`src/sv/mfrf_pkg.sv`:
```
// Package for the MAC frame receive filter: configuration indexes, verdict codes,
// stage-to-stage structs and the byte-wide reflected CRC-16 step.
// No dependencies.
package mfrf_pkg;

  localparam int unsigned CFG_INDEX_W = 2;
  localparam int unsigned CFG_DATA_W  = 16;

  localparam logic [CFG_INDEX_W-1:0] CFG_OWN_ADDRESS      = 2'd0;
  localparam logic [CFG_INDEX_W-1:0] CFG_ACCEPTED_TYPE    = 2'd1;
  localparam logic [CFG_INDEX_W-1:0] CFG_MIN_FRAME_LENGTH = 2'd2;

  localparam logic [15:0] CRC_POLY_REFLECTED = 16'h8408;
  localparam logic [15:0] BROADCAST_ADDRESS  = 16'hFFFF;
  localparam logic [7:0]  MIN_LENGTH_RESET   = 8'd13;
  localparam logic [7:0]  BYTE_COUNT_MAX     = 8'hFF;

  // Byte offsets of the captured header fields.
  localparam logic [7:0] OFS_TYPE     = 8'd1;
  localparam logic [7:0] OFS_DEST_LO  = 8'd5;
  localparam logic [7:0] OFS_DEST_HI  = 8'd6;
  localparam logic [7:0] OFS_SRC_LO   = 8'd9;
  localparam logic [7:0] OFS_SRC_HI   = 8'd10;
  localparam logic [7:0] OFS_LENGTH   = 8'd11;

  typedef enum logic [2:0] {
    VERDICT_TOO_SHORT  = 3'd0,
    VERDICT_CRC_ERROR  = 3'd1,
    VERDICT_NOT_FOR_ME = 3'd2,
    VERDICT_OWN_FRAME  = 3'd3,
    VERDICT_WRONG_TYPE = 3'd4,
    VERDICT_ACCEPTED   = 3'd5
  } verdict_t;

  typedef struct packed {
    logic [15:0] own_address;
    logic [7:0]  accepted_type;
    logic [7:0]  min_frame_length;
  } config_t;

  // Everything the verdict stage needs about one finished frame.
  typedef struct packed {
    logic [7:0]  byte_count;
    logic [15:0] crc_residue;
    logic [15:0] dest_field;
    logic [15:0] source_field;
    logic [7:0]  type_field;
    logic [7:0]  length_field;
  } summary_t;

  // One byte through the reflected CRC-16, LSB first.
  function automatic logic [15:0] crc16_byte(input logic [15:0] crc_in, input logic [7:0] b);
    logic [15:0] crc;
    logic        fb;
    crc = crc_in;
    for (int k = 0; k < 8; k++) begin
      fb  = b[k] ^ crc[0];
      crc = {1'b0, crc[15:1]};
      if (fb) begin
        crc = crc ^ CRC_POLY_REFLECTED;
      end
    end
    return crc;
  endfunction

endpackage

```
`src/sv/mfrf_if.sv`:
```
// Handshake interfaces for the byte input channel and the verdict result channel.
// Depends on mfrf_pkg for the verdict type.
interface mfrf_in_if;
  logic       valid;
  logic       ready;
  logic [7:0] rx_byte;
  logic       frame_end;

  modport source (output valid, output rx_byte, output frame_end, input ready);
  modport sink (input valid, input rx_byte, input frame_end, output ready);
endinterface

interface mfrf_out_if;
  logic              valid;
  logic              ready;
  mfrf_pkg::verdict_t verdict;
  logic [15:0]       sender_address;
  logic [7:0]        payload_length;
  logic [31:0]       frames_counted;
  logic [31:0]       crc_failures;

  modport source (output valid, output verdict, output sender_address, output payload_length,
                  output frames_counted, output crc_failures, input ready);
  modport sink (input valid, input verdict, input sender_address, input payload_length,
                input frames_counted, input crc_failures, output ready);
endinterface

```
`src/sv/mac_frame_receive_filter_core.sv`:
```
// Receive-side MAC frame filter. Frame bytes enter one per beat on in_s, the last
// byte flagged by frame_end; a byte can be taken every cycle while in_s.ready is high,
// since the CRC-16 step is unrolled over all eight bits of a byte. in_s.ready drops
// only while the summary register holds a finished frame that the result register,
// itself still waiting on out_m, cannot take. For each frame one verdict beat leaves
// on out_m through the summary register, then the result register; bytes without
// frame_end give no result. Configuration writes on cfg_* take effect at once and
// are meant for when no frame is in flight.
// Depends on mfrf_pkg, mfrf_if, mfrf_parse and mfrf_judge.
module mac_frame_receive_filter_core (
  input  logic                               clk,
  input  logic                               rst_n,
  mfrf_in_if.sink                            in_s,
  mfrf_out_if.source                         out_m,
  input  logic                               cfg_we,
  input  logic [mfrf_pkg::CFG_INDEX_W-1:0]   cfg_index,
  input  logic [mfrf_pkg::CFG_DATA_W-1:0]    cfg_wdata
);
  import mfrf_pkg::*;

  config_t  cfg_r, cfg_nxt;
  logic     sum_valid;
  summary_t sum_data;
  logic     judge_ready;
  logic     in_fire;

  always_comb begin
    cfg_nxt = cfg_r;
    if (cfg_we) begin
      unique case (cfg_index)
        CFG_OWN_ADDRESS:      cfg_nxt.own_address      = cfg_wdata;
        CFG_ACCEPTED_TYPE:    cfg_nxt.accepted_type    = cfg_wdata[7:0];
        CFG_MIN_FRAME_LENGTH: cfg_nxt.min_frame_length = cfg_wdata[7:0];
        default: ;
      endcase
    end
  end

  always_ff @(posedge clk) begin
    if (!rst_n) begin
      cfg_r.own_address      <= '0;
      cfg_r.accepted_type    <= '0;
      cfg_r.min_frame_length <= MIN_LENGTH_RESET;
    end else begin
      cfg_r <= cfg_nxt;
    end
  end

  // The summary register frees up whenever the verdict stage can take it.
  assign in_s.ready = !sum_valid || judge_ready;
  assign in_fire    = in_s.valid && in_s.ready;

  mfrf_parse u_parse (
    .clk         (clk),
    .rst_n       (rst_n),
    .in_fire     (in_fire),
    .rx_byte     (in_s.rx_byte),
    .frame_end   (in_s.frame_end),
    .judge_ready (judge_ready),
    .sum_valid   (sum_valid),
    .sum_data    (sum_data)
  );

  mfrf_judge u_judge (
    .clk         (clk),
    .rst_n       (rst_n),
    .cfg         (cfg_r),
    .sum_valid   (sum_valid),
    .sum_data    (sum_data),
    .judge_ready (judge_ready),
    .out_m       (out_m)
  );

endmodule

```
`src/sv/mfrf_parse.sv`:
```
// Per-frame parser: runs the CRC, counts bytes and captures header fields, then
// registers a frame summary on the last beat. Depends on mfrf_pkg.
module mfrf_parse (
  input  logic               clk,
  input  logic               rst_n,
  input  logic               in_fire,
  input  logic [7:0]         rx_byte,
  input  logic               frame_end,
  input  logic               judge_ready,
  output logic               sum_valid,
  output mfrf_pkg::summary_t sum_data
);
  import mfrf_pkg::*;

  logic [15:0] crc_r, crc_nxt;
  logic [7:0]  index_r, index_nxt;
  logic [15:0] dest_r, dest_nxt;
  logic [15:0] src_r, src_nxt;
  logic [7:0]  type_r, type_nxt;
  logic [7:0]  len_r, len_nxt;
  logic        sum_valid_r, sum_valid_nxt;
  summary_t    sum_r, sum_nxt;
  summary_t    cur;

  always_comb begin
    cur.byte_count   = (index_r == BYTE_COUNT_MAX) ? BYTE_COUNT_MAX : index_r + 8'd1;
    cur.crc_residue  = crc16_byte(crc_r, rx_byte);
    cur.dest_field   = dest_r;
    cur.source_field = src_r;
    cur.type_field   = type_r;
    cur.length_field = len_r;
    unique case (index_r)
      OFS_TYPE:    cur.type_field   = rx_byte;
      OFS_DEST_LO: cur.dest_field   = {dest_r[15:8], rx_byte};
      OFS_DEST_HI: cur.dest_field   = {rx_byte, dest_r[7:0]};
      OFS_SRC_LO:  cur.source_field = {src_r[15:8], rx_byte};
      OFS_SRC_HI:  cur.source_field = {rx_byte, src_r[7:0]};
      OFS_LENGTH:  cur.length_field = rx_byte;
      default: ;
    endcase
  end

  always_comb begin
    crc_nxt       = crc_r;
    index_nxt     = index_r;
    dest_nxt      = dest_r;
    src_nxt       = src_r;
    type_nxt      = type_r;
    len_nxt       = len_r;
    sum_nxt       = sum_r;
    sum_valid_nxt = judge_ready ? 1'b0 : sum_valid_r;
    if (in_fire) begin
      if (frame_end) begin
        // The frame is finished: hand its summary on and start the next one clean.
        sum_nxt       = cur;
        sum_valid_nxt = 1'b1;
        crc_nxt       = '0;
        index_nxt     = '0;
        dest_nxt      = '0;
        src_nxt       = '0;
        type_nxt      = '0;
        len_nxt       = '0;
      end else begin
        crc_nxt   = cur.crc_residue;
        index_nxt = cur.byte_count;
        dest_nxt  = cur.dest_field;
        src_nxt   = cur.source_field;
        type_nxt  = cur.type_field;
        len_nxt   = cur.length_field;
      end
    end
  end

  always_ff @(posedge clk) begin
    if (!rst_n) begin
      crc_r       <= '0;
      index_r     <= '0;
      dest_r      <= '0;
      src_r       <= '0;
      type_r      <= '0;
      len_r       <= '0;
      sum_valid_r <= 1'b0;
    end else begin
      crc_r       <= crc_nxt;
      index_r     <= index_nxt;
      dest_r      <= dest_nxt;
      src_r       <= src_nxt;
      type_r      <= type_nxt;
      len_r       <= len_nxt;
      sum_valid_r <= sum_valid_nxt;
    end
  end

  always_ff @(posedge clk) begin
    sum_r <= sum_nxt;
  end

  assign sum_valid = sum_valid_r;
  assign sum_data  = sum_r;

endmodule

```
`src/sv/mfrf_judge.sv`:
```
// Verdict stage: classifies a finished frame, keeps the frame and CRC error
// counters and holds the result register. Depends on mfrf_pkg.
module mfrf_judge (
  input  logic               clk,
  input  logic               rst_n,
  input  mfrf_pkg::config_t  cfg,
  input  logic               sum_valid,
  input  mfrf_pkg::summary_t sum_data,
  output logic               judge_ready,
  mfrf_out_if.source         out_m
);
  import mfrf_pkg::*;

  logic        out_valid_r, out_valid_nxt;
  logic [31:0] frames_r, frames_nxt;
  logic [31:0] errors_r, errors_nxt;
  verdict_t    verdict_r, verdict_nxt;
  logic [15:0] sender_r, sender_nxt;
  logic [7:0]  length_r, length_nxt;
  logic        take;

  assign judge_ready = !out_valid_r || out_m.ready;
  assign take        = sum_valid && judge_ready;

  always_comb begin
    out_valid_nxt = out_m.ready ? 1'b0 : out_valid_r;
    frames_nxt    = frames_r;
    errors_nxt    = errors_r;
    verdict_nxt   = verdict_r;
    sender_nxt    = sender_r;
    length_nxt    = length_r;
    if (take) begin
      out_valid_nxt = 1'b1;
      sender_nxt    = sum_data.source_field;
      length_nxt    = sum_data.length_field;
      if (sum_data.byte_count < cfg.min_frame_length) begin
        verdict_nxt = VERDICT_TOO_SHORT;
      end else begin
        frames_nxt = frames_r + 32'd1;
        if (sum_data.crc_residue != '0) begin
          errors_nxt  = errors_r + 32'd1;
          verdict_nxt = VERDICT_CRC_ERROR;
        end else if (sum_data.dest_field != BROADCAST_ADDRESS &&
                     sum_data.dest_field != cfg.own_address) begin
          verdict_nxt = VERDICT_NOT_FOR_ME;
        end else if (sum_data.source_field == cfg.own_address) begin
          verdict_nxt = VERDICT_OWN_FRAME;
        end else if (sum_data.type_field != cfg.accepted_type) begin
          verdict_nxt = VERDICT_WRONG_TYPE;
        end else begin
          verdict_nxt = VERDICT_ACCEPTED;
        end
      end
    end
  end

  always_ff @(posedge clk) begin
    if (!rst_n) begin
      out_valid_r <= 1'b0;
      frames_r    <= '0;
      errors_r    <= '0;
    end else begin
      out_valid_r <= out_valid_nxt;
      frames_r    <= frames_nxt;
      errors_r    <= errors_nxt;
    end
  end

  always_ff @(posedge clk) begin
    verdict_r <= verdict_nxt;
    sender_r  <= sender_nxt;
    length_r  <= length_nxt;
  end

  assign out_m.valid          = out_valid_r;
  assign out_m.verdict        = verdict_r;
  assign out_m.sender_address = sender_r;
  assign out_m.payload_length = length_r;
  assign out_m.frames_counted = frames_r;
  assign out_m.crc_failures   = errors_r;

endmodule

```
`src/flat_wrapper.sv`:
```
// flat-port wrapper written by rule: the top's interface ports become plain ports
module mac_frame_receive_filter_core_flat import mfrf_pkg::*;
  (clk, rst_n, cfg_we, cfg_index, cfg_wdata, in_s_valid, in_s_rx_byte, in_s_frame_end, in_s_ready, out_m_valid, out_m_verdict, out_m_sender_address, out_m_payload_length, out_m_frames_counted, out_m_crc_failures, out_m_ready);
  mfrf_in_if in_s_i ();
  mfrf_out_if out_m_i ();
  input  logic clk;
  input  logic rst_n;
  input  logic cfg_we;
  input  logic [mfrf_pkg::CFG_INDEX_W-1:0] cfg_index;
  input  logic [mfrf_pkg::CFG_DATA_W-1:0] cfg_wdata;
  input wire logic [$bits(in_s_i.valid)-1:0] in_s_valid;
  input wire logic [$bits(in_s_i.rx_byte)-1:0] in_s_rx_byte;
  input wire logic [$bits(in_s_i.frame_end)-1:0] in_s_frame_end;
  output wire logic [$bits(in_s_i.ready)-1:0] in_s_ready;
  output wire logic [$bits(out_m_i.valid)-1:0] out_m_valid;
  output wire logic [$bits(out_m_i.verdict)-1:0] out_m_verdict;
  output wire logic [$bits(out_m_i.sender_address)-1:0] out_m_sender_address;
  output wire logic [$bits(out_m_i.payload_length)-1:0] out_m_payload_length;
  output wire logic [$bits(out_m_i.frames_counted)-1:0] out_m_frames_counted;
  output wire logic [$bits(out_m_i.crc_failures)-1:0] out_m_crc_failures;
  input wire logic [$bits(out_m_i.ready)-1:0] out_m_ready;
  assign in_s_i.valid = in_s_valid;
  assign in_s_i.rx_byte = in_s_rx_byte;
  assign in_s_i.frame_end = in_s_frame_end;
  assign in_s_ready = in_s_i.ready;
  assign out_m_valid = out_m_i.valid;
  assign out_m_verdict = out_m_i.verdict;
  assign out_m_sender_address = out_m_i.sender_address;
  assign out_m_payload_length = out_m_i.payload_length;
  assign out_m_frames_counted = out_m_i.frames_counted;
  assign out_m_crc_failures = out_m_i.crc_failures;
  assign out_m_i.ready = out_m_ready;
  mac_frame_receive_filter_core u_core (.clk(clk), .rst_n(rst_n), .in_s(in_s_i), .out_m(out_m_i), .cfg_we(cfg_we), .cfg_index(cfg_index), .cfg_wdata(cfg_wdata));
endmodule
```
`config.mk`:
```
export PLATFORM = sky130hd
export DESIGN_NAME = mac_frame_receive_filter_core_flat
export DESIGN_NICKNAME = d
export VERILOG_FILES = /design/src/sv/mfrf_pkg.sv /design/src/sv/mfrf_if.sv /design/src/sv/mac_frame_receive_filter_core.sv /design/src/sv/mfrf_parse.sv /design/src/sv/mfrf_judge.sv /design/src/flat_wrapper.sv
export SDC_FILE = /design/constraint.sdc
export NUM_CORES = 1
export LEC_CHECK = 0
export BUFFER_PORTS_ARGS = -buffer_cell sky130_fd_sc_hd__buf_4
export CORE_ASPECT_RATIO = 0.9
export CORE_MARGIN = 10
export CORE_UTILIZATION = 45
export DETAILED_ROUTE_END_ITERATION = 12
export PLACE_DENSITY_LB_ADDON = 0.1
export SLEW_MARGIN = 10
export SYNTH_ARGS = -nofsm -noshare
export SYNTH_HDL_FRONTEND = slang
export SYNTH_SLANG_ARGS = --single-unit
```
`constraint.sdc`:
```
create_clock -name clk -period 3.3 [get_ports clk]
set_clock_uncertainty 0.1 [all_clocks]
set_input_delay 0.66 -clock clk [delete_from_list [all_inputs] [get_ports clk]]
set_output_delay 0.66 -clock clk [all_outputs]
set_load 0.02 [all_outputs]
```
==> results.md, run 1 <==
- Hold Violations, Final: 0
- Clock share of power: 0.455
- Switching Share: 0.229
- Post-Syn Area: 0.0116 sq mm
- Global route overflow: 0
- Relative slew margins: 0.439
- CTS Buf Count: 29
- Via count: 8844
- RSZ-0062 raised after global routing: false
- CP max stage delay: 0.74 ns
- Worst-Skew Late Latency: 0.56 ns
- Avg WL per Cell: 19.3 microns
- Final Cycle Share: 0.866
- WP data required: 3.67 ns
- Setup TNS: 0 ns
- CTS Hold Buffers Added: 0
- Worst-Margin Slew: 0.841 ns
- Synth warnings: 0
- Reg2Reg Depth: 5
- Area fraction of the dominant cell type after synthesis: 0.294
- Final Critical Period: 2.86 ns
- HPWL after detailed placement: 20.8 mm
- Synth Instances: 1096
- Routed Antenna Nets: 0
- CTS tree: built
- Die Height: 172 microns
- Comb pwr share: 0.066
- Min-delay src: cfg_wdata[12]
- H-tree Lvls: 1
- First-pass GRT wire length: 47.4 mm
- Slew Limit Fails: 0
- VDD IR max: 0.000519 V
- Largest net degree at the start of global routing: 74
- R2R Path Start: u_core.u_judge.out_m.frames_counted[12]
- Initial antenna violation count: 0
- Root Buffer: clkbuf_16
- Worst Path Max Fanout: 12
- Clock slew at reported path FFs: 0.06 ns
- Cell variety after synth: 50
- Setup bufs post-CTS: 0
- Synth area leaders: dfxtp_1, edfxtp_1, a22o_1
- Crit-path cells: and4_1 > or4b_1 > or4_1 > or4_1 > a21oi_1
- Pint: 5.78 mW
- Post-synth EDFFs: 99
- Die Area: 0.0326 sq mm
- Clock Tree Buf Depth: 3
- Total GRT Usage: 0.179
- Leakage: 5.01 nW
- Worst R2R End: u_core.u_judge.out_m.frames_counted[29]
- Total power: 7.50 mW
- Status: finished clean
- Most frequent cell after synthesis: dfxtp_1
- Layout Cells excl Fill: 1561
- Diodes inserted: 0
- Post-Route WL: 30.1 mm
- Seq pwr share: 0.479
- Site row count: 55
- Crit. End Element: register
- Die X: 189 microns
- Reg2reg setup slack: 0.44 ns
- Post-route DRC: 0
- 1st-iter DRT viols: 813
- Max-Cap Viols: 0
- Synth area leader: dfxtp_1
- Setup violators final: 0
- Dpl ws: 0.503 ns
- Most frequent cell on the critical path: or4_1
- Nets: 1241
- Area grow syn2layout: 19.8%
- CTS-repair resized insts: 0
- Slowest stage cell, crit path: or4_1
- DR pass1 iterations: 5
- Port Buffers: 124
- Worst Path Arrival: 3.23 ns
- Syn_nets: 1140
- FFs w/ async S/R, synth: 0
- Starting Density: 0.459
- Layout cells sized above 1: 0.181
- Placed cells: 1508
- Placeable core region: 0.0253 sq mm
- Setup WS post-layout: 0.443 ns
- Worst hold path type: input pin to register
- Vias per cell: 5.67
- Gpl congestion: 0.807
- Crit path buf inv count: 0
- Predominant post-synthesis flop cell: dfxtp_1
- Register area share after synthesis: 0.550
- Sw Pwr: 1.72 mW
- Endpoint, Worst Hold: u_core.cfg_r[28]
- Worst path top cell family by delay: simple AND/OR/NAND/NOR gates
- Max Freq: 0.350 GHz
- Kind of critical path: register to register
- Sink Count: 269
- Top cells by count, synth: dfxtp_1, edfxtp_1, nand2_1
- Avg Cell Area, Syn: 10.6 sq um
- Setup crit start kind: register
- Worst Hold Depth: 3
- Synth Register Bits: 269
- Io pins: 125
- Number of global-route vias before repair: 8285
- Power Density: 540 mW/mm^2
## registers in the layout, summed over array words and instances, names as in the netlist
name	count
u_core.u_parse.type_r	8
u_core.u_parse.dest_r	16
u_core.u_judge.out_m.sender_address	16
u_core.u_judge.out_m.verdict	3
u_core.u_judge.out_m.payload_length	8
u_core.u_parse.sum_valid	1
u_core.cfg_r	32
u_core.u_judge.out_m.valid	1
u_core.u_judge.out_m.frames_counted	32
u_core.u_judge.out_m.crc_failures	32
u_core.u_parse.src_r	16
u_core.u_parse.index_r	8
u_core.u_parse.sum_data	72
u_core.u_parse.len_r	8
u_core.u_parse.crc_r	16
## stage by stage
step / hold slack [ns] / cell area, sq um / utilization
5_1_grt: 0.256 / 13900 / 0.550
3_3_place_gp: 0.306 / 12900 / 0.510
6_report: 0.260 / 13900 / 0.550
3_5_place_dp: 0.306 / 12900 / 0.510
2_1_floorplan: 0.300 / 11600 / -
4_1_cts: 0.235 / 13900 / 0.550
## layer usage
layer,wire length [microns],track usage,vias up
met1,14900,0.267,4247
li1,-,-,4305
met3,1980,0.0316,45
met2,12800,0.266,247
met4,482,0.0369,0
met5,0,0,-
## worst max path at each step
stage / startpoint / end / slack [ns] / cells after the start
detailed placement: u_core.u_judge.out_m.frames_counted[12] / u_core.u_judge.out_m.frames_counted[31] / 0.50 / 5
CTS: u_core.u_judge.out_m.frames_counted[12] / u_core.u_judge.out_m.frames_counted[31] / 0.48 / 5
floorplan: out_m_ready / u_core.u_parse.sum_data[0] / 0.01 / 5
finish: u_core.u_judge.out_m.frames_counted[12] / u_core.u_judge.out_m.frames_counted[29] / 0.44 / 5
global route: u_core.u_judge.out_m.frames_counted[3] / u_core.u_judge.out_m.frames_counted[29] / 0.31 / 5
global placement: u_core.u_judge.out_m.frames_counted[12] / u_core.u_judge.out_m.frames_counted[29] / 0.52 / 5
## area by class of cell
| cell class | count | area, sq um |
|---|---|---|
| flip-flops and latches | 269 | 6380 |
| multi-input cells | 724 | 4840 |
| fillers | 2228 | 11400 |
| repair buffers | 148 | 1150 |
| clock inverters | 16 | 224 |
| clock buffers | 37 | 776 |
| inverters | 25 | 95.1 |
| well taps | 342 | 428 |
## tightest hold or removal path: stages
cell	delay, ns
buf_4	0.11
nand2_1	0.05
a21oi_1	0.05
## kinds of logic after synthesis
| group | synth area share |
|---|---|
| buffers and inverters | 0.0337 |
| muxes | 0.0423 |
| adders and majority gates | 0.0130 |
| DFF | 0.550 |
| and+or+nand+nor | 0.164 |
| xor gates and xnor gates | 0.0506 |
| AOI/OAI and AO/OA | 0.146 |
## power groups by stage
stage	logic (mW)	clock network (mW)	registers [mW]
floorplan	0.304	0	3.66
finish	0.493	3.41	3.59
detailed placement	0.494	0	3.67
CTS	0.497	3.48	3.59
global route	0.541	3.62	3.60
global placement	0.491	0	3.66
## cell usage in the layout (no fill, tap or decap), types with 6 or more instances in the layout
master / instances
and3_1: 10
o31ai_1: 39
a22o_1: 65
dfxtp_1: 170
mux2_2: 16
or4_1: 41
nand3_1: 35
nor4_1: 21
ha_1: 12
and4_1: 7
clkbuf_16: 29
nand2_1: 86
a21oi_1: 75
clkinv_2: 8
buf_4: 145
a22oi_1: 33
nand2b_1: 19
o21ai_0: 12
mux2i_1: 31
clkbuf_1: 6
edfxtp_1: 99
xnor2_1: 59
nor2_1: 61
inv_1: 22
or3_1: 11
nand4_1: 37
xor2_1: 8
Note: power is estimated with default switching activity, not from simulation.
==> run 2: changes to the inputs <==
CORE_MARGIN = 2   (was 10)
==> run 2 against run 1 <==
Die area is 17% lower. Cell count is 0.32% lower. Global-route usage is 3.2 points higher. Setup slack worse by 0.0066 ns. Utilization is 0.69 points lower. Critical path depth stayed put. Non-clock buffer count is 3 lower. Maximum frequency is 0.23% lower. Largest cell class unchanged. Register-to-register slack hardly changed. Clock power is 12% lower. Total power is 5.6% lower.
==> results.md, run 2 (synthesized netlist as in run 1, its figures left out) <==
- Die Height: 156 microns (-9.3%)
- Clock Tree Buf Depth: 3 (unchanged)
- Most common cell after layout, fill and taps aside: dfxtp_1
- Power Density: 516 mW/mm^2 (-4.4%)
- VDD IR max: 0.000448 V (-14%)
- Most frequent cells in the layout: dfxtp_1, buf_4, edfxtp_1, nand2_1, a21oi_1
- Clock slew at reported path FFs: 0.06 ns (about the same)
- Final Cycle Share: 0.868 (+0.00200)
- Max reg flops: 72 (unchanged)
- CTS-repair resized insts: 0 (unchanged)
- Slew Limit Fails: 0 (unchanged)
- Starting Density: 0.459 (unchanged)
- Avg WL per Cell: 18.7 microns (-3.0%)
- CP max stage delay: 0.75 ns (about the same)
- HPWL after detailed placement: 19.9 mm (-4.3%)
- Sink Count: 269 (unchanged)
- 1st-iter DRT viols: 667 (-18%)
- Global route overflow: 0 (unchanged)
- Kind of critical path: register to register
- Placeable core region: 0.0253 sq mm (unchanged)
- Most frequent cell on the critical path: or4_1
- Max Freq: 0.349 GHz (-0.23%)
- Dpl cell area: 0.0128 sq mm (-0.37%)
- Setup violators final: 0 (unchanged)
- Final Critical Period: 2.86 ns (+0.00660 ns)
- Via count: 8956 (+1.3%)
- Setup crit start kind: register
- Routed Antenna Nets: 0 (unchanged)
- Crit-path cells: and4_1 > or4b_1 > or4_1 > or4_1 > a21oi_1
- Largest net degree at the start of global routing: 68 (-8.1%)
- Crit. End Element: register
- Area grow syn2layout: 18.3%
- Slowest stage cell, crit path: or4_1
- Io pins: 125 (unchanged)
- Die Area: 0.0271 sq mm (-17%)
- Worst-Margin Slew: 0.759 ns (-0.0819 ns)
- Crit path buf inv count: 0 (unchanged)
- Worst path top cell family by delay: simple AND/OR/NAND/NOR gates
- Worst Path Max Fanout: 12 (unchanged)
- Setup TNS: 0 ns (unchanged)
- Site row count: 55 (unchanged)
- Total GRT Usage: 0.211 (+0.0319)
- Die X: 173 microns (-8.5%)
- Setup bufs post-CTS: 0 (unchanged)
- Nets: 1237 (-0.32%)
- Worst hold path type: input pin to register
- WP data required: 3.66 ns (about the same)
- CTS tree: built
- First-pass GRT wire length: 45.8 mm (-3.3%)
- Gpl congestion: 0.815 (+0.95%)
- Worst Path Arrival: 3.23 ns (about the same)
- Root Buffer: clkbuf_16
- Max-Cap Viols: 0 (unchanged)
- DR pass1 iterations: 8 (+3)
- Relative slew margins: 0.494 (+0.0546)
- CTS Buf Count: 28 (-3.4%)
- Diodes inserted: 0 (unchanged)
- Status: finished clean
- Vias per cell: 5.76 (+1.6%)
- RSZ-0062 raised after global routing: false
- Leakage: 4.92 nW (-1.8%)
- Fin area: 0.0137 sq mm (-1.3%)
- Post-route DRC: 0 (unchanged)
- Number of global-route vias before repair: 8114 (-2.1%)
- Worst-Skew Late Latency: 0.56 ns (about the same)
- Hold Violations, Final: 0 (unchanged)
- H-tree Lvls: 1 (unchanged)
- Initial antenna violation count: 0 (unchanged)
- CTS Hold Buffers Added: 0 (unchanged)
- Layout cells sized above 1: 0.172 (-0.00914)
- Post-Route WL: 29.1 mm (-3.3%)
- Port Buffers: 124 (unchanged)
## run 2: cell count changes in the layout (fill, tap and decap cells not counted), sizes merged
cell | previous run | this run
clkinv | 11 | 16
bufinv | 5 | 2
buf | 148 | 145
inv | 25 | 23
clkbuf | 37 | 35
## run 2: worst register-to-register path, cell delays in order, from the launching register on
cell and delay [ns]:
dfxtp_1 0.40, and4_1 0.27, or4b_1 0.58, or4_1 0.75, or4_1 0.54, a21oi_1 0.14
## run 2: routing by layer
metal / vias to the layer above / track usage / part of all wire / wire length, microns
met5: - / 0 / 0 / 0
met4: 0 / 0.0464 / 0.018 / 536
met3: 42 / 0.0333 / 0.053 / 1540
met2: 259 / 0.322 / 0.43 / 12500
met1: 4325 / 0.317 / 0.50 / 14500
li1: 4330 / - / - / -
## run 2: path summary, 6_finish.rpt
kind                            depth (start not counted)  slack, ns                                      end                               startpoint
worst min register to register                          0       0.32   u_core.u_judge.out_m.payload_length[7]               u_core.u_parse.sum_data[7]
worst min-delay path                                    3       0.27                         u_core.cfg_r[30]                            cfg_wdata[14]
worst max-delay path                                    5       0.44  u_core.u_judge.out_m.frames_counted[29]  u_core.u_judge.out_m.frames_counted[12]
worst max register to register                          5       0.44  u_core.u_judge.out_m.frames_counted[29]  u_core.u_judge.out_m.frames_counted[12]
## run 2: power breakdown
group	switching, mW	internal [mW]	total [mW]
registers	0.0550	3.54	3.60
logic	0.312	0.170	0.482
clock network	1.29	1.72	3.00
## run 2: area by class of cell
| type | instances | area, sq um |
|---|---|---|
| clock buffers | 35 | 727 |
| clock inverters | 16 | 145 |
| fillers | 2241 | 11500 |
| inverters | 25 | 95.1 |
| multi-input cells | 724 | 4840 |
| flip-flops and latches | 269 | 6380 |
| well taps | 342 | 428 |
| repair buffers | 145 | 1100 |
## run 2: per-stage QoR
step / utilization / setup WS, ns / hold slack (ns) / power [mW] / instances
final: 0.543 / 0.437 / 0.266 / 7.08 / 1556
after detailed placement: 0.508 / 0.458 / 0.305 / 4.15 / 1505
after global routing: 0.543 / 0.271 / 0.270 / 7.31 / 1556
after global placement: 0.508 / 0.528 / 0.304 / 4.14 / 1505
after floorplan: - / 0.0144 / 0.300 / 3.97 / 1096
after CTS: 0.543 / 0.434 / 0.246 / 7.16 / 1556
==> run 3: changes to the inputs <==
CELL_PAD_IN_SITES_DETAIL_PLACEMENT = 0   (was default)
CELL_PAD_IN_SITES_GLOBAL_PLACEMENT = 1   (was default)
RECOVER_POWER = 50   (was default)
==> run 3 against run 2 <==
Critical endpoint is now u_core.u_judge.out_m.frames_counted[31]. The flow now finishes with violations (capacitance limit, slew limit). Via count shrank 2.2%. Setup slack lost 0.017 ns. Cell count shrank 0.13%. Highest routed layer unchanged. Critical path type unchanged. Sequential share of layout area grew 1.1 points. Count of clock-buffer cells in the layout grew 9. Clock power grew 6.7%. Non-clock buffer count shrank 5. Maximum frequency shrank 0.59%. Combinational power shrank 2%. Die area is the same. Utilization shrank 1.2 points. Total power grew 2.6%.
==> results.md, run 3 (synthesized netlist as in run 1, its figures left out) <==
- Initial antenna violation count: 0 (unchanged)
- Diodes inserted: 0 (unchanged)
- CTS Buf Count: 29 (+3.6%)
- CP max stage delay: 0.74 ns (about the same)
- Post-Route WL: 28.8 mm (-1.1%)
- Failing checks: capacitance limit, slew limit
- Avg WL per Cell: 18.5 microns (-0.94%)
- Routed Antenna Nets: 0 (unchanged)
- Worst-Skew Late Latency: 0.55 ns (about the same)
- Most common cell after layout, fill and taps aside: dfxtp_1
- Die X: 173 microns (unchanged)
- Clock Tree Buf Depth: 3 (unchanged)
- Clock slew at reported path FFs: 0.06 ns (about the same)
- Max reg flops: 72 (unchanged)
- Worst path depth: 5 (unchanged)
- Total GRT Usage: 0.207 (-0.00478)
- Worst Hold Depth: 3 (unchanged)
- Worst path top cell family by delay: simple AND/OR/NAND/NOR gates
- Site row count: 55 (unchanged)
- VDD IR max: 0.000372 V (-17%)
- 1st-iter DRT viols: 685 (+2.7%)
- Worst-Margin Slew: 1.74 ns (+0.984 ns)
- Relative slew margins: -0.162 (-0.656)
- Final Cycle Share: 0.873 (+0.00511)
- Crit path buf inv count: 0 (unchanged)
- Number of global-route vias before repair: 8110 (-0.049%)
- Final Critical Period: 2.88 ns (+0.0169 ns)
- Total power: 7.27 mW (+2.6%)
- Placeable core region: 0.0253 sq mm (unchanged)
- Port Buffers: 124 (unchanged)
- Layout Cells excl Fill: 1554 (-0.13%)
- Sink Count: 269 (unchanged)
- Worst Path Max Fanout: 12 (unchanged)
- Layout cells sized above 1: 0.0982 (-0.0740)
- CTS tree: built
- CTS-repair resized insts: 0 (unchanged)
- Leakage: 4.56 nW (-7.4%)
- Setup TNS: 0 ns (unchanged)
- Die Height: 156 microns (unchanged)
- Final Core Density: 0.531 (-0.0121)
- Setup WS post-layout: 0.420 ns (-0.0169 ns)
- Global route overflow: 0 (unchanged)
- Hold Violations, Final: 0 (unchanged)
- Root Buffer: clkbuf_16
- Most frequent cell on the critical path: or4_1
- Reg2Reg Depth: 5 (unchanged)
- First-pass GRT wire length: 45.2 mm (-1.3%)
- Kind of critical path: register to register
- Most frequent cells in the layout: dfxtp_1, clkbuf_1, edfxtp_1, nand2_1, a21oi_1
- Area grow syn2layout: 15.7%
- Placed cells: 1500 (-0.33%)
- Max-Cap Viols: 1 (+1)
- Setup crit start kind: register
- Dpl ws: 0.486 ns (+0.0277 ns)
- Die Area: 0.0271 sq mm (unchanged)
- Crit-path cells: and4_1 > or4b_1 > or4_1 > or4_1 > a21oi_1
- Worst hold path type: input pin to register
- Starting Density: 0.459 (unchanged)
- Crit. End Element: register
- H-tree Lvls: 1 (unchanged)
- Gpl congestion: 0.776 (-4.8%)
- Worst Path Arrival: 3.21 ns (-0.02 ns)
- Status: finished with violations
- Slew Limit Fails: 80 (+80)
- DR pass1 iterations: 6 (-2)
- WP data required: 3.63 ns (-0.03 ns)
- Power Density: 542 mW/mm^2 (+5.0%)
- Slowest stage cell, crit path: or4_1
- Largest net degree at the start of global routing: 80 (+18%)
- Via count: 8758 (-2.2%)
- Setup bufs post-CTS: 0 (unchanged)
- Vias per cell: 5.64 (-2.1%)
- Max Freq: 0.347 GHz (-0.59%)
- RSZ-0062 raised after global routing: false
- HPWL after detailed placement: 19.3 mm (-3.1%)
- Post-route DRC: 0 (unchanged)
- Nets: 1233 (-0.32%)
- Setup violators final: 0 (unchanged)
- Io pins: 125 (unchanged)
- CTS Hold Buffers Added: 0 (unchanged)
==> run 3: cell count changes in the layout (fill, tap and decap cells not counted), sizes merged <==
cell | previous run | this run
inv | 23 | 26
bufinv | 2 | 1
clkbuf | 35 | 141
clkinvlp | 0 | 2
buf | 145 | 43
clkinv | 16 | 6
==> run 3: worst paths after layout <==
check             slack (ns)                                       to                               startpoint
setup / recovery        0.42  u_core.u_judge.out_m.frames_counted[31]  u_core.u_judge.out_m.frames_counted[12]
hold reg to reg         0.32   u_core.u_judge.out_m.payload_length[5]               u_core.u_parse.sum_data[5]
setup reg to reg        0.42  u_core.u_judge.out_m.frames_counted[31]  u_core.u_judge.out_m.frames_counted[12]
hold / removal          0.28                         u_core.cfg_r[29]                            cfg_wdata[13]
==> run 3: through the flow <==
stage,instance area (sq um),hold WS [ns]
after floorplan,11600,0.300
after global placement,12800,0.312
after detailed placement,12800,0.305
after CTS,13800,0.253
after global routing,13400,0.266
final,13400,0.278
==> run 3: worst register-to-register path: cells and delay by family (launching register included) <==
kind | cells | cell delay [ns]
simple gates | 4 | 2.12
flops | 1 | 0.41
compound gates | 1 | 0.15
==> run 3: cell type report <==
class,count,area [sq um]
Clock buffer,44,863
Clock inverter,10,88.8
Multi-Input combinational cell,724,4840
Timing Repair Buffer,140,716
Inverter,25,95.1
Sequential cell,269,6380
Tap cell,342,428
Fill cell,2383,11800
==> run 3: power breakdown <==
group / internal [mW] / switching (mW) / total, mW
registers: 3.54 / 0.0546 / 3.59
clock network: 1.89 / 1.32 / 3.20
logic: 0.157 / 0.312 / 0.470
==> run 3: layer usage <==
metal	share of wire	vias to the layer above	global-route usage	wire, microns
met5	0	-	0	0
met4	0.012	0	0.0383	349
met3	0.041	22	0.0287	1180
met2	0.44	200	0.323	12700
met1	0.51	4257	0.308	14600
li1	-	4279	-	-
